--- src/sv/hrd_pkg.sv ---
// Shared types and constants of the H.265 RTP depacketizer.
package hrd_pkg;

	// Width of the packet length that is used
	localparam int LenBits = 16;

	// Longest run of result words caused by one input word
	localparam int RunMax = 7;
	localparam int CntW   = $clog2(RunMax + 1);

	// NAL unit types of RTP payload structures
	localparam logic [5:0] NalTypeAp = 6'd48;
	localparam logic [5:0] NalTypeFu = 6'd49;

	// FU header bits and NAL header rebuild masks
	localparam logic [7:0] NalHdrKeep = 8'h81;
	localparam logic [7:0] FuTypeMask = 8'h3F;
	localparam int         FuStartBit = 7;
	localparam int         FuEndBit   = 6;

	typedef struct packed {
		logic [7:0] out_byte;
		logic       byte_valid;
		logic       frame_end;
		logic       length_error;
		logic       last_of_run;
	} result_t;

	typedef struct packed {
		result_t [RunMax-1:0] ent;
		logic [CntW-1:0]      cnt;
	} run_t;

endpackage

--- src/sv/hrd_parse.sv ---
// Packet parser: tracks payload structure and builds the run of result words per byte.
module hrd_parse (
	input  logic                 clk,
	input  logic                 arst_n,
	input  logic                 fire,
	input  logic [7:0]           data_byte,
	input  logic                 first_of_packet,
	input  logic [15:0]          packet_length,
	output hrd_pkg::run_t        run
);

	localparam logic [2:0] MODE_IDLE       = 3'd0;
	localparam logic [2:0] MODE_SINGLE     = 3'd1;
	localparam logic [2:0] MODE_FU_HEAD    = 3'd2;
	localparam logic [2:0] MODE_FU_DATA    = 3'd3;
	localparam logic [2:0] MODE_AP_SKIP    = 3'd4;
	localparam logic [2:0] MODE_AP_SIZE_HI = 3'd5;
	localparam logic [2:0] MODE_AP_SIZE_LO = 3'd6;
	localparam logic [2:0] MODE_AP_DATA    = 3'd7;

	localparam int NCand = 8;
	localparam int NW    = $clog2(NCand + 1);

	logic [2:0]                   mode_q, mode_n;
	logic [hrd_pkg::LenBits-1:0]  off_q, off_n;
	logic [hrd_pkg::LenBits-1:0]  rem_q, rem_n;
	logic [7:0]                   h0_q, h0_n;
	logic [7:0]                   h1_q, h1_n;
	logic [15:0]                  nsl_q, nsl_n;
	logic [7:0]                   shb_q, shb_n;

	logic [hrd_pkg::LenBits-1:0]  len;
	logic [15:0]                  ap_size;
	logic [hrd_pkg::LenBits-1:0]  ap_after;
	logic                         tail;
	logic                         sc_en, d0_en, d1_en, mk_en, mk_err, fin_en;
	logic [7:0]                   d0_b, d1_b;
	hrd_pkg::result_t [NCand-1:0] cand;
	logic [NCand-1:0]             cand_en;
	logic [NW-1:0]                n;

	assign len      = packet_length[hrd_pkg::LenBits-1:0];
	assign ap_size  = {shb_q, data_byte};
	assign ap_after = rem_q - hrd_pkg::LenBits'(1);

	// Decode one byte: next state and which result words it causes
	always_comb begin
		mode_n = mode_q;
		off_n  = off_q;
		rem_n  = rem_q;
		h0_n   = h0_q;
		h1_n   = h1_q;
		nsl_n  = nsl_q;
		shb_n  = shb_q;
		tail   = 1'b0;
		sc_en  = 1'b0;
		d0_en  = 1'b0;
		d0_b   = data_byte;
		d1_en  = 1'b0;
		d1_b   = h1_q;
		mk_en  = 1'b0;
		mk_err = 1'b0;
		fin_en = 1'b0;
		if (first_of_packet) begin
			mode_n = MODE_IDLE;
			off_n  = '0;
			rem_n  = len;
			if (len != '0) begin
				tail = 1'b1;
				if (data_byte[6:1] == hrd_pkg::NalTypeAp) begin
					mode_n = MODE_AP_SKIP;
				end else if (data_byte[6:1] == hrd_pkg::NalTypeFu) begin
					h0_n   = data_byte;
					mode_n = (len >= hrd_pkg::LenBits'(3)) ? MODE_FU_HEAD : MODE_IDLE;
				end else begin
					sc_en  = 1'b1;
					d0_en  = 1'b1;
					mode_n = MODE_SINGLE;
				end
			end
		end else if (mode_q != MODE_IDLE && rem_q != '0) begin
			tail  = 1'b1;
			off_n = off_q + hrd_pkg::LenBits'(1);
			unique case (mode_q)
				MODE_IDLE: begin
				end
				MODE_SINGLE, MODE_FU_DATA: begin
					d0_en = 1'b1;
				end
				MODE_FU_HEAD: begin
					if (off_n == hrd_pkg::LenBits'(1)) begin
						h1_n = data_byte;
					end else begin
						if (data_byte[hrd_pkg::FuStartBit]) begin
							sc_en = 1'b1;
							d0_en = 1'b1;
							d0_b  = (h0_q & hrd_pkg::NalHdrKeep)
								| {(data_byte[6:0] & hrd_pkg::FuTypeMask[6:0]), 1'b0};
							d1_en = 1'b1;
						end
						h1_n   = data_byte;
						mode_n = MODE_FU_DATA;
					end
				end
				MODE_AP_SKIP: begin
					mode_n = MODE_AP_SIZE_HI;
				end
				MODE_AP_SIZE_HI: begin
					if (rem_q <= hrd_pkg::LenBits'(3)) begin
						mode_n = MODE_IDLE;
					end else begin
						shb_n  = data_byte;
						mode_n = MODE_AP_SIZE_LO;
					end
				end
				MODE_AP_SIZE_LO: begin
					if (ap_size > 16'(ap_after)) begin
						mk_en  = 1'b1;
						mk_err = 1'b1;
						mode_n = MODE_IDLE;
					end else begin
						sc_en = 1'b1;
						if (ap_size == '0) begin
							mk_en  = 1'b1;
							mode_n = MODE_AP_SIZE_HI;
						end else begin
							nsl_n  = ap_size;
							mode_n = MODE_AP_DATA;
						end
					end
				end
				MODE_AP_DATA: begin
					d0_en = 1'b1;
					nsl_n = nsl_q - 16'd1;
					if (nsl_n == '0) begin
						mk_en  = 1'b1;
						mode_n = MODE_AP_SIZE_HI;
					end
				end
			endcase
		end
		// Count down the packet; close it when the last byte is used
		if (tail) begin
			if (rem_n != '0) begin
				rem_n = rem_n - hrd_pkg::LenBits'(1);
			end
			if (rem_n == '0) begin
				fin_en = (mode_n == MODE_SINGLE) || (mode_n == MODE_FU_DATA && h1_n[hrd_pkg::FuEndBit]);
				mode_n = MODE_IDLE;
			end
		end
	end

	// Candidate words in stream order: start code, header or data, marker, frame close
	always_comb begin
		cand[0] = '{out_byte: 8'h00, byte_valid: 1'b1, frame_end: 1'b0,
			length_error: 1'b0, last_of_run: 1'b0};
		cand[1] = cand[0];
		cand[2] = cand[0];
		cand[3] = '{out_byte: 8'h01, byte_valid: 1'b1, frame_end: 1'b0,
			length_error: 1'b0, last_of_run: 1'b0};
		cand[4] = '{out_byte: d0_b, byte_valid: 1'b1, frame_end: 1'b0,
			length_error: 1'b0, last_of_run: 1'b0};
		cand[5] = '{out_byte: d1_b, byte_valid: 1'b1, frame_end: 1'b0,
			length_error: 1'b0, last_of_run: 1'b0};
		cand[6] = '{out_byte: 8'h00, byte_valid: 1'b0, frame_end: !mk_err,
			length_error: mk_err, last_of_run: 1'b0};
		cand[7] = '{out_byte: 8'h00, byte_valid: 1'b0, frame_end: 1'b1,
			length_error: 1'b0, last_of_run: 1'b0};
		cand_en = {fin_en, mk_en, d1_en, d0_en, {4{sc_en}}};
	end

	// Pack the enabled words into the run and flag its last word
	always_comb begin
		run = '0;
		n   = '0;
		for (int i = 0; i < NCand; i++) begin
			if (cand_en[i]) begin
				if (n < NW'(hrd_pkg::RunMax)) begin
					run.ent[n[hrd_pkg::CntW-1:0]] = cand[i];
				end
				n = n + NW'(1);
			end
		end
		for (int i = 0; i < hrd_pkg::RunMax; i++) begin
			run.ent[i].last_of_run = (NW'(i) + NW'(1) == n);
		end
		run.cnt = (n > NW'(hrd_pkg::RunMax)) ? hrd_pkg::CntW'(hrd_pkg::RunMax)
			: n[hrd_pkg::CntW-1:0];
	end

	// Advance parser state on each accepted word
	always_ff @(posedge clk or negedge arst_n) begin
		if (!arst_n) begin
			mode_q <= MODE_IDLE;
			off_q  <= '0;
			rem_q  <= '0;
			h0_q   <= '0;
			h1_q   <= '0;
			nsl_q  <= '0;
			shb_q  <= '0;
		end else if (fire) begin
			mode_q <= mode_n;
			off_q  <= off_n;
			rem_q  <= rem_n;
			h0_q   <= h0_n;
			h1_q   <= h1_n;
			nsl_q  <= nsl_n;
			shb_q  <= shb_n;
		end
	end

endmodule

--- src/sv/hrd_outbuf.sv ---
// Result buffer: holds one run of result words and shifts them out one per cycle while out_stall is low.
module hrd_outbuf (
	input  logic             clk,
	input  logic             arst_n,
	input  logic             fire,
	input  hrd_pkg::run_t    run,
	input  logic             out_stall,
	output logic             in_stall,
	output logic             out_valid,
	output hrd_pkg::result_t head
);

	hrd_pkg::result_t [hrd_pkg::RunMax-1:0] ent_q;
	logic [hrd_pkg::CntW-1:0]               cnt_q;
	logic                                   take;
	logic                                   load;

	assign out_valid = (cnt_q != '0);
	assign take      = out_valid && !out_stall;
	assign head      = ent_q[0];
	// Take a new word when the buffer is empty or its last word leaves now
	assign in_stall  = !((cnt_q == '0) || (cnt_q == hrd_pkg::CntW'(1) && take));
	assign load      = fire && (run.cnt != '0);

	// Track how many words of the run are left
	always_ff @(posedge clk or negedge arst_n) begin
		if (!arst_n) begin
			cnt_q <= '0;
		end else if (load) begin
			cnt_q <= run.cnt;
		end else if (take) begin
			cnt_q <= cnt_q - hrd_pkg::CntW'(1);
		end
	end

	// Load a fresh run or shift the next word to the head
	always_ff @(posedge clk) begin
		if (load) begin
			ent_q <= run.ent;
		end else if (take) begin
			for (int i = 0; i < hrd_pkg::RunMax - 1; i++) begin
				ent_q[i] <= ent_q[i+1];
			end
			ent_q[hrd_pkg::RunMax-1] <= '0;
		end
	end

endmodule

--- src/sv/h265_rtp_depacketizer.sv ---
// The first result word of a byte appears in the cycle after the byte is accepted.
// Throughput: one result word per cycle (single output port) while out_stall is low;
// a byte causing k words, k at most 7 (start code, rebuilt FU header, frame close), holds
// off the next byte until all have left; a byte of one or no word is taken every cycle.
// Reset (arst_n low): parser idle, counters and held headers cleared, buffer empty.
module h265_rtp_depacketizer (
	input  logic        clk,
	input  logic        arst_n,
	input  logic        in_valid,
	output logic        in_stall,
	input  logic [7:0]  data_byte,
	input  logic        first_of_packet,
	input  logic [15:0] packet_length,
	output logic        out_valid,
	input  logic        out_stall,
	output logic [7:0]  out_byte,
	output logic        byte_valid,
	output logic        frame_end,
	output logic        length_error,
	output logic        last_of_run
);

	logic             fire;
	hrd_pkg::run_t    run;
	hrd_pkg::result_t head;

	assign fire = in_valid && !in_stall;

	// Parse the accepted word into a run of result words
	hrd_parse u_parse (
		.clk             (clk),
		.arst_n          (arst_n),
		.fire            (fire),
		.data_byte       (data_byte),
		.first_of_packet (first_of_packet),
		.packet_length   (packet_length),
		.run             (run)
	);

	// Hold the run and hand it out one word at a time
	hrd_outbuf u_outbuf (
		.clk       (clk),
		.arst_n    (arst_n),
		.fire      (fire),
		.run       (run),
		.out_stall (out_stall),
		.in_stall  (in_stall),
		.out_valid (out_valid),
		.head      (head)
	);

	assign out_byte     = head.out_byte;
	assign byte_valid   = head.byte_valid;
	assign frame_end    = head.frame_end;
	assign length_error = head.length_error;
	assign last_of_run  = head.last_of_run;

endmodule

--- config.mk ---
export PLATFORM = sky130hd
export DESIGN_NAME = h265_rtp_depacketizer
export DESIGN_NICKNAME = d
export VERILOG_FILES = /design/src/sv/hrd_pkg.sv /design/src/sv/hrd_parse.sv /design/src/sv/hrd_outbuf.sv /design/src/sv/h265_rtp_depacketizer.sv
export SDC_FILE = /design/constraint.sdc
export NUM_CORES = 1
export LEC_CHECK = 0
export ABC_AREA = 1
export BUFFER_PORTS_ARGS = -buffer_cell sky130_fd_sc_hd__buf_4
export CAP_MARGIN = 0
export CORE_ASPECT_RATIO = 0.5
export CORE_UTILIZATION = 42
export DETAILED_ROUTE_END_ITERATION = 16
export GPL_ROUTABILITY_DRIVEN = 0
export GPL_TIMING_DRIVEN = 0
export SETUP_SLACK_MARGIN = 0.5
export SLEW_MARGIN = 20
export SYNTH_ARGS = -nofsm -noshare
export SYNTH_HDL_FRONTEND = slang
export SYNTH_HIERARCHICAL = 1
export SYNTH_SLANG_ARGS = --single-unit
--- constraint.sdc ---
create_clock -name clk -period 9.7 [get_ports clk]
set_input_delay 1.94 -clock clk [delete_from_list [all_inputs] [get_ports clk]]
set_output_delay 1.94 -clock clk [all_outputs]
set_load 0.1 [all_outputs]
Word-level counts from Yosys, hierarchy flattened
Index checks and enable logic that the tools add are counted.
{ "totals": {"word_cells": 262, "input_bits": 29, "register_bits": 162, "out_inout_bits": 14} }
{ "op_classes": {"n_addsub": 12, "n_mux": 106, "bitwise_logic": 16, "n_eq_ne": 22, "order_cmp": 25, "reduce_logical": 37} }
{ "ops": {"columns": ["op", "count"], "rows": [
  ["$mux 84", 16],
  ["$bwmux 84", 3],
  ["$demux 12 s3", 7],
  ["$not 77->77", 3],
  ["$and 77x77->77", 2],
  ["$mux 16", 8],
  ["$mux 12", 7],
  ["$and 11x77->77", 1],
  ["$and 70x70->70", 1],
  ["$not 70->70", 1],
  ["$logic_not 16->1", 3],
  ["$reduce_bool 16->1", 3],
  ["$sub 16x1->16 const B", 3],
  ["$mux 3", 14],
  ["$mux 8", 5],
  ["$mux 4", 8],
  ["$pmux 16 s2", 1],
  ["$mux 1", 28],
  ["$add 4x1->4 const B", 6],
  ["$lt 3x4->1 const B", 6],
  ["$lt 4x3->1 const B", 6],
  ["$mux 7", 3],
  ["$ge 3x1->1 const B", 6],
  ["$add 16x1->16 const B", 1],
  ["37 further kinds", 76]
]} }

Logic depth before layout (Yosys ltp)
{ "depth": {"ltp_word": 34, "mapped_depth": 35, "depth_no_buf": 35} }

By module
The synthesis kept the hierarchy.
{ "by_module_without_submodules": {"columns": ["module", "cells_each", "seq_area_each_um2", "area_each_um2", "n_inst"], "rows": [
  ["hrd_parse", 1109, 1726.7, 6765.2, 1],
  ["hrd_outbuf", 402, 2597.5, 4082.7, 1],
  ["h265_rtp_depacketizer", 2, 0.0, 10.0, 1]
]} }

Least setup slack after synthesis
OpenSTA, ideal clock, no wires.
{ "synth_path": {"path_type": "input -> register", "start": "input port first_of_packet", "end": "register u_outbuf/ent_q[12] in the netlist's numbering, enable pin", "slack_ns": 2.607, "stages": 20, "arrival_ns": 6.269, "t_required_ns": 8.876, "setup_time_ns": 0.824, "path_buffers": 4, "cell_sequence": "inv_2 > buf_2 > buf_2 > nand2_1 > nor2_1 > clkbuf_1 > ha_1 > inv_1 > nand3_1 > nand2_1 > ha_1 > nand3_1 > nand2_1 > clkinv_1 > nand2_1 > nor2_1 > nand2_2 > nand2_4 > buf_2 > nand2_1"} }
{ "synth_rtl": {"columns": ["item", "line", "text"], "rows": [
  ["start: declaration", "h265_rtp_depacketizer.sv:12", "input logic first_of_packet,"],
  ["end signal: assignment", "hrd_outbuf.sv:39", "ent_q <= run.ent;"],
  ["end signal: indexed assignment", "hrd_outbuf.sv:42", "ent_q[i] <= ent_q[i+1];"],
  ["end: declaration", "hrd_outbuf.sv:13", "hrd_pkg::result_t [hrd_pkg::RunMax-1:0] ent_q;"]
]} }

==> results.cfg <==
[flow_run]
maxCapViolations = 0

[synth]
async_set_reset_flop_share_out_of_synthesis_pct = 46.15
synth_sequential_area_ratio_pct = 39.82
syn-mean-instance-area_um2 = 7.176
yosys-top-cells-count = sky130_fd_sc_hd__nand2_1 (495), sky130_fd_sc_hd__inv_1 (164), sky130_fd_sc_hd__nand3_1 (147), sky130_fd_sc_hd__nor2_1 (147), sky130_fd_sc_hd__edfxtp_1 (84)
yosys-top-cells-area = sky130_fd_sc_hd__edfxtp_1 (23%), sky130_fd_sc_hd__nand2_1 (17%), sky130_fd_sc_hd__dfrtp_1 (17%)
synth.distinct_cells = 38
synth_flop_cell = sky130_fd_sc_hd__edfxtp_1
synthDominantAreaCellType = sky130_fd_sc_hd__edfxtp_1
synth_edf_count = 84
synth_top_area_share_pct = 23.23
syn_inst = 1513
post_synth_instance_area_um2 = 10860
synth_warnings = 6
ys_ff_latch = 156
synthMostInstantiatedCell = sky130_fd_sc_hd__nand2_1

[critical_path]
critPathMaxFanout = 51
endpoint_of_the_worst_slack_reg_to_reg_timing_path = u_outbuf/ent_q[20]
critical_path_cell_sequence = buf_4 > inv_2 > buf_2 > buf_2 > nand2_1 > nor2_1 > clkbuf_1 > ha_1 > inv_1 > nand3_1 > nand2_1 > ha_1 > nand3_1 > nand2_1 > nand2_1 > nand2_1 > inv_1 > nand2_2 > nand2_4 > buf_2 > nand2_4 > buf_16
critical_path.slowest_cell = sky130_fd_sc_hd__nor2_1
endpoint_kind = flop
critPathMostFrequentCell = sky130_fd_sc_hd__nand2_1
cpLargestDelayFamily = simple AND/OR/NAND/NOR gates
criticalPathCategory = in -> reg
timing.critical_path.slowest_cell_delay_ns = 0.47
worst_r2r_path_depth = 33
r2r_setup_slack_ns = 3.69
critical_path_depth = 22
cp.required_ns = 9.83
timing.critical_path.from_type = input port
crit_arrival_ns = 6.68
critical_path.n_buffers_inverters = 9
worst_r2r_startpoint = u_parse/rem_q[0]
timing.critical_path.to = u_outbuf/ent_q[20]
startpoint = first_of_packet

[route]
post_dr_wirelength_cell_um = 15.21
initialDrtViolationCount = 895
drt_pass1_iterations = 11
drt_wl_total_mm = 29.90
post_drt_via_cell_ratio = 5.202
vias = 10230
drc = 1
final_antenna_net_count = 0

[global_route]
antenna_found_initial = 0
grtUsageTotal_pct = 23.19
via_count_of_the_first_global_routing_pass = 9538
globalRoute.totalOverflow = 0
grt_pass1_wl_mm = 48.38
largest_net_degree_at_the_start_of_global_routing = 73

[cts]
total_clock_buffers_created_by_cts = 17
clockBufferDepth = 2
clock_sinks = 156
cts-resized-gates = 0
htree_num_levels = 4
clk_root_buffer_cell = sky130_fd_sc_hd__clkbuf_16
clkSlewWorstSetupHoldPaths_ns = 0.07
cts.repair_timing.setup_buffer_count = 0
clock_tree_from_tritoncts = built
cts_hold_buffers = 0
clock_latency_ns = 0.45

[power_and_ir_drop]
switching_share_pct = 46.06
irDropWorstVdd_uv = 162.0
leakagePower_nw = 5.852
combPwrFrac_pct = 47.8
internal_power_w = 0.002033
finalPower_w = 0.003770
clock_network_power_share_pct = 17.8
seq_power_share_pct = 34.3
sw_power_w = 0.001736
power_per_cell_area_nw_per_um2 = 305.5

[finish]
finish.net_count = 1666
antennaDiodeCount = 0
post_layout_nonfiller_instances = 1966
area_growth_syn_to_layout_pct = 13.64
drive_above_1_share_pct = 12.64

[sta]
setup_viol_count_final = 0
hold_violations = 0
max_slew_headroom_at_the_worst_pin_pct = 34.27
tightest_slew_ns = 0.9859
final_min_period_over_clock_period_pct = 67.54
upper_clock_frequency_limit_mhz = 152.6
finalClockSkew_ns = 0.01494
min_period_ns = 6.551
timing.setup.tns_ns = 0
grt_setup_unrepaired = false
report.final.slew_viol_count = 0
hold-worst-slack_ns = 0.4928

[placed_design]
dp_hpwl_mm = 22.73
portBuffers = 42
placed_cells_incl_taps = 1934

[worst_hold_path]
min-delay-path-class = reg -> reg
worstHoldPathCells = 2
holdCritStartpoint = u_parse/d1_b[2]

[status]
run_status = complete, but fails checks
failed_checks = DRC

[floorplanning]
die_width_um = 229.4
core.rowCount = 41
design.portCount = 43
fp.coreArea_um2 = 25290
die_height_um = 115.7
floorplan.initialDensity_pct = 42.93
die-area_um2 = 26540
[power groups by stage]
stage	logic, W	registers [W]	clock network [W]
finish	0.00180	0.00129	0.000672
detailed placement	0.00179	0.00130	0
floorplan	0.00137	0.00125	0
global placement	0.00173	0.00131	0
CTS	0.00179	0.00129	0.000682
global route	0.00201	0.00133	0.000705
[final cells by class]
class	count	area, um^2
clock buffers	18	439.2
repair buffers	43	342.8
fillers	2519	12950
flip-flops and latches	156	4324
clock inverters	14	133.9
well taps	344	430.4
multi-input cells	1122	5319
plain buffers	98	708.2
inverters	171	641.9
[worst min-delay path by stage]
stage                            endpoint  slack (ns)
after floorplan           u_parse/d1_b[0]        0.45
after global placement    u_parse/d1_b[6]        0.47
after detailed placement  u_parse/d1_b[5]        0.48
after CTS                 u_parse/d1_b[5]        0.50
after global routing      u_parse/d1_b[6]        0.52
final                     u_parse/d1_b[2]        0.49
[cells in the final DEF, fill, tap and decap left out, drive strengths merged, types with 2 or more instances in the layout]
cell type / netlist / final
nand2: 507 / 507
inv: 167 / 173
nor2: 173 / 173
nand3: 152 / 152
buf: 81 / 124
o21ai: 93 / 93
edfxtp: 84 / 84
dfrtp: 72 / 72
conb: 1 / 35
clkbuf: 17 / 35
ha: 28 / 28
a21oi: 28 / 28
xor2: 21 / 21
nand4: 21 / 21
o22ai: 19 / 19
o211ai: 17 / 17
nor3: 14 / 14
clkinv: 4 / 9
nor4: 5 / 5
clkinvlp: 0 / 2
xnor2: 2 / 2
a21boi: 2 / 2
[state kept, by name, summed over array words and instances, names as in the netlist]
name and cells:
u_parse/rem_q 16, u_outbuf/head 12, u_parse/shb_q 8, u_parse/d1_b 8, u_outbuf/ent_q 72, u_parse/off_q 16, u_parse/nsl_q 16, u_parse/h0_q 2
u_parse/mode_q 3, u_outbuf/cnt_q 3
[metrics by stage]
stage	setup slack, ns	util (%)	area, um^2
after floorplan	2.607	-	10990
after global placement	0.7957	46.39	11730
after detailed placement	2.755	46.52	11770
after CTS	3.217	48.79	12340
after global routing	2.780	48.79	12340
final	3.149	48.79	12340
[tightest hold or removal path, cell delays in order (launching register included)]
cell                      delay [ns]
sky130_fd_sc_hd__dfrtp_1        0.35
sky130_fd_sc_hd__nand2_1        0.05
sky130_fd_sc_hd__o21ai_0        0.06
[logic make-up (layout without fill, tap and decap cells)]
| kind of cell | Yosys count | after routing | share of synthesized area [%] |
|---|---|---|---|
| compound gates | 163 | 163 | 8.366 |
| flops | 156 | 156 | 39.82 |
| fa+ha+maj | 28 | 28 | 3.227 |
| xor+xnor | 23 | 23 | 1.855 |
| buf+inv | 269 | 344 | 12.43 |
| other cells | 1 | 35 | 0.03454 |
| simple gates | 873 | 873 | 34.26 |
[routing by layer]
metal	global-route usage (%)	up-vias	share of wire [%]
met5	0	-	0
li1	-	5013	-
met2	38.27	310	46
met3	3.593	40	5.0
met1	31.35	4865	47
met4	7.956	0	1.9
Note: power is estimated with default switching activity, not from simulation.
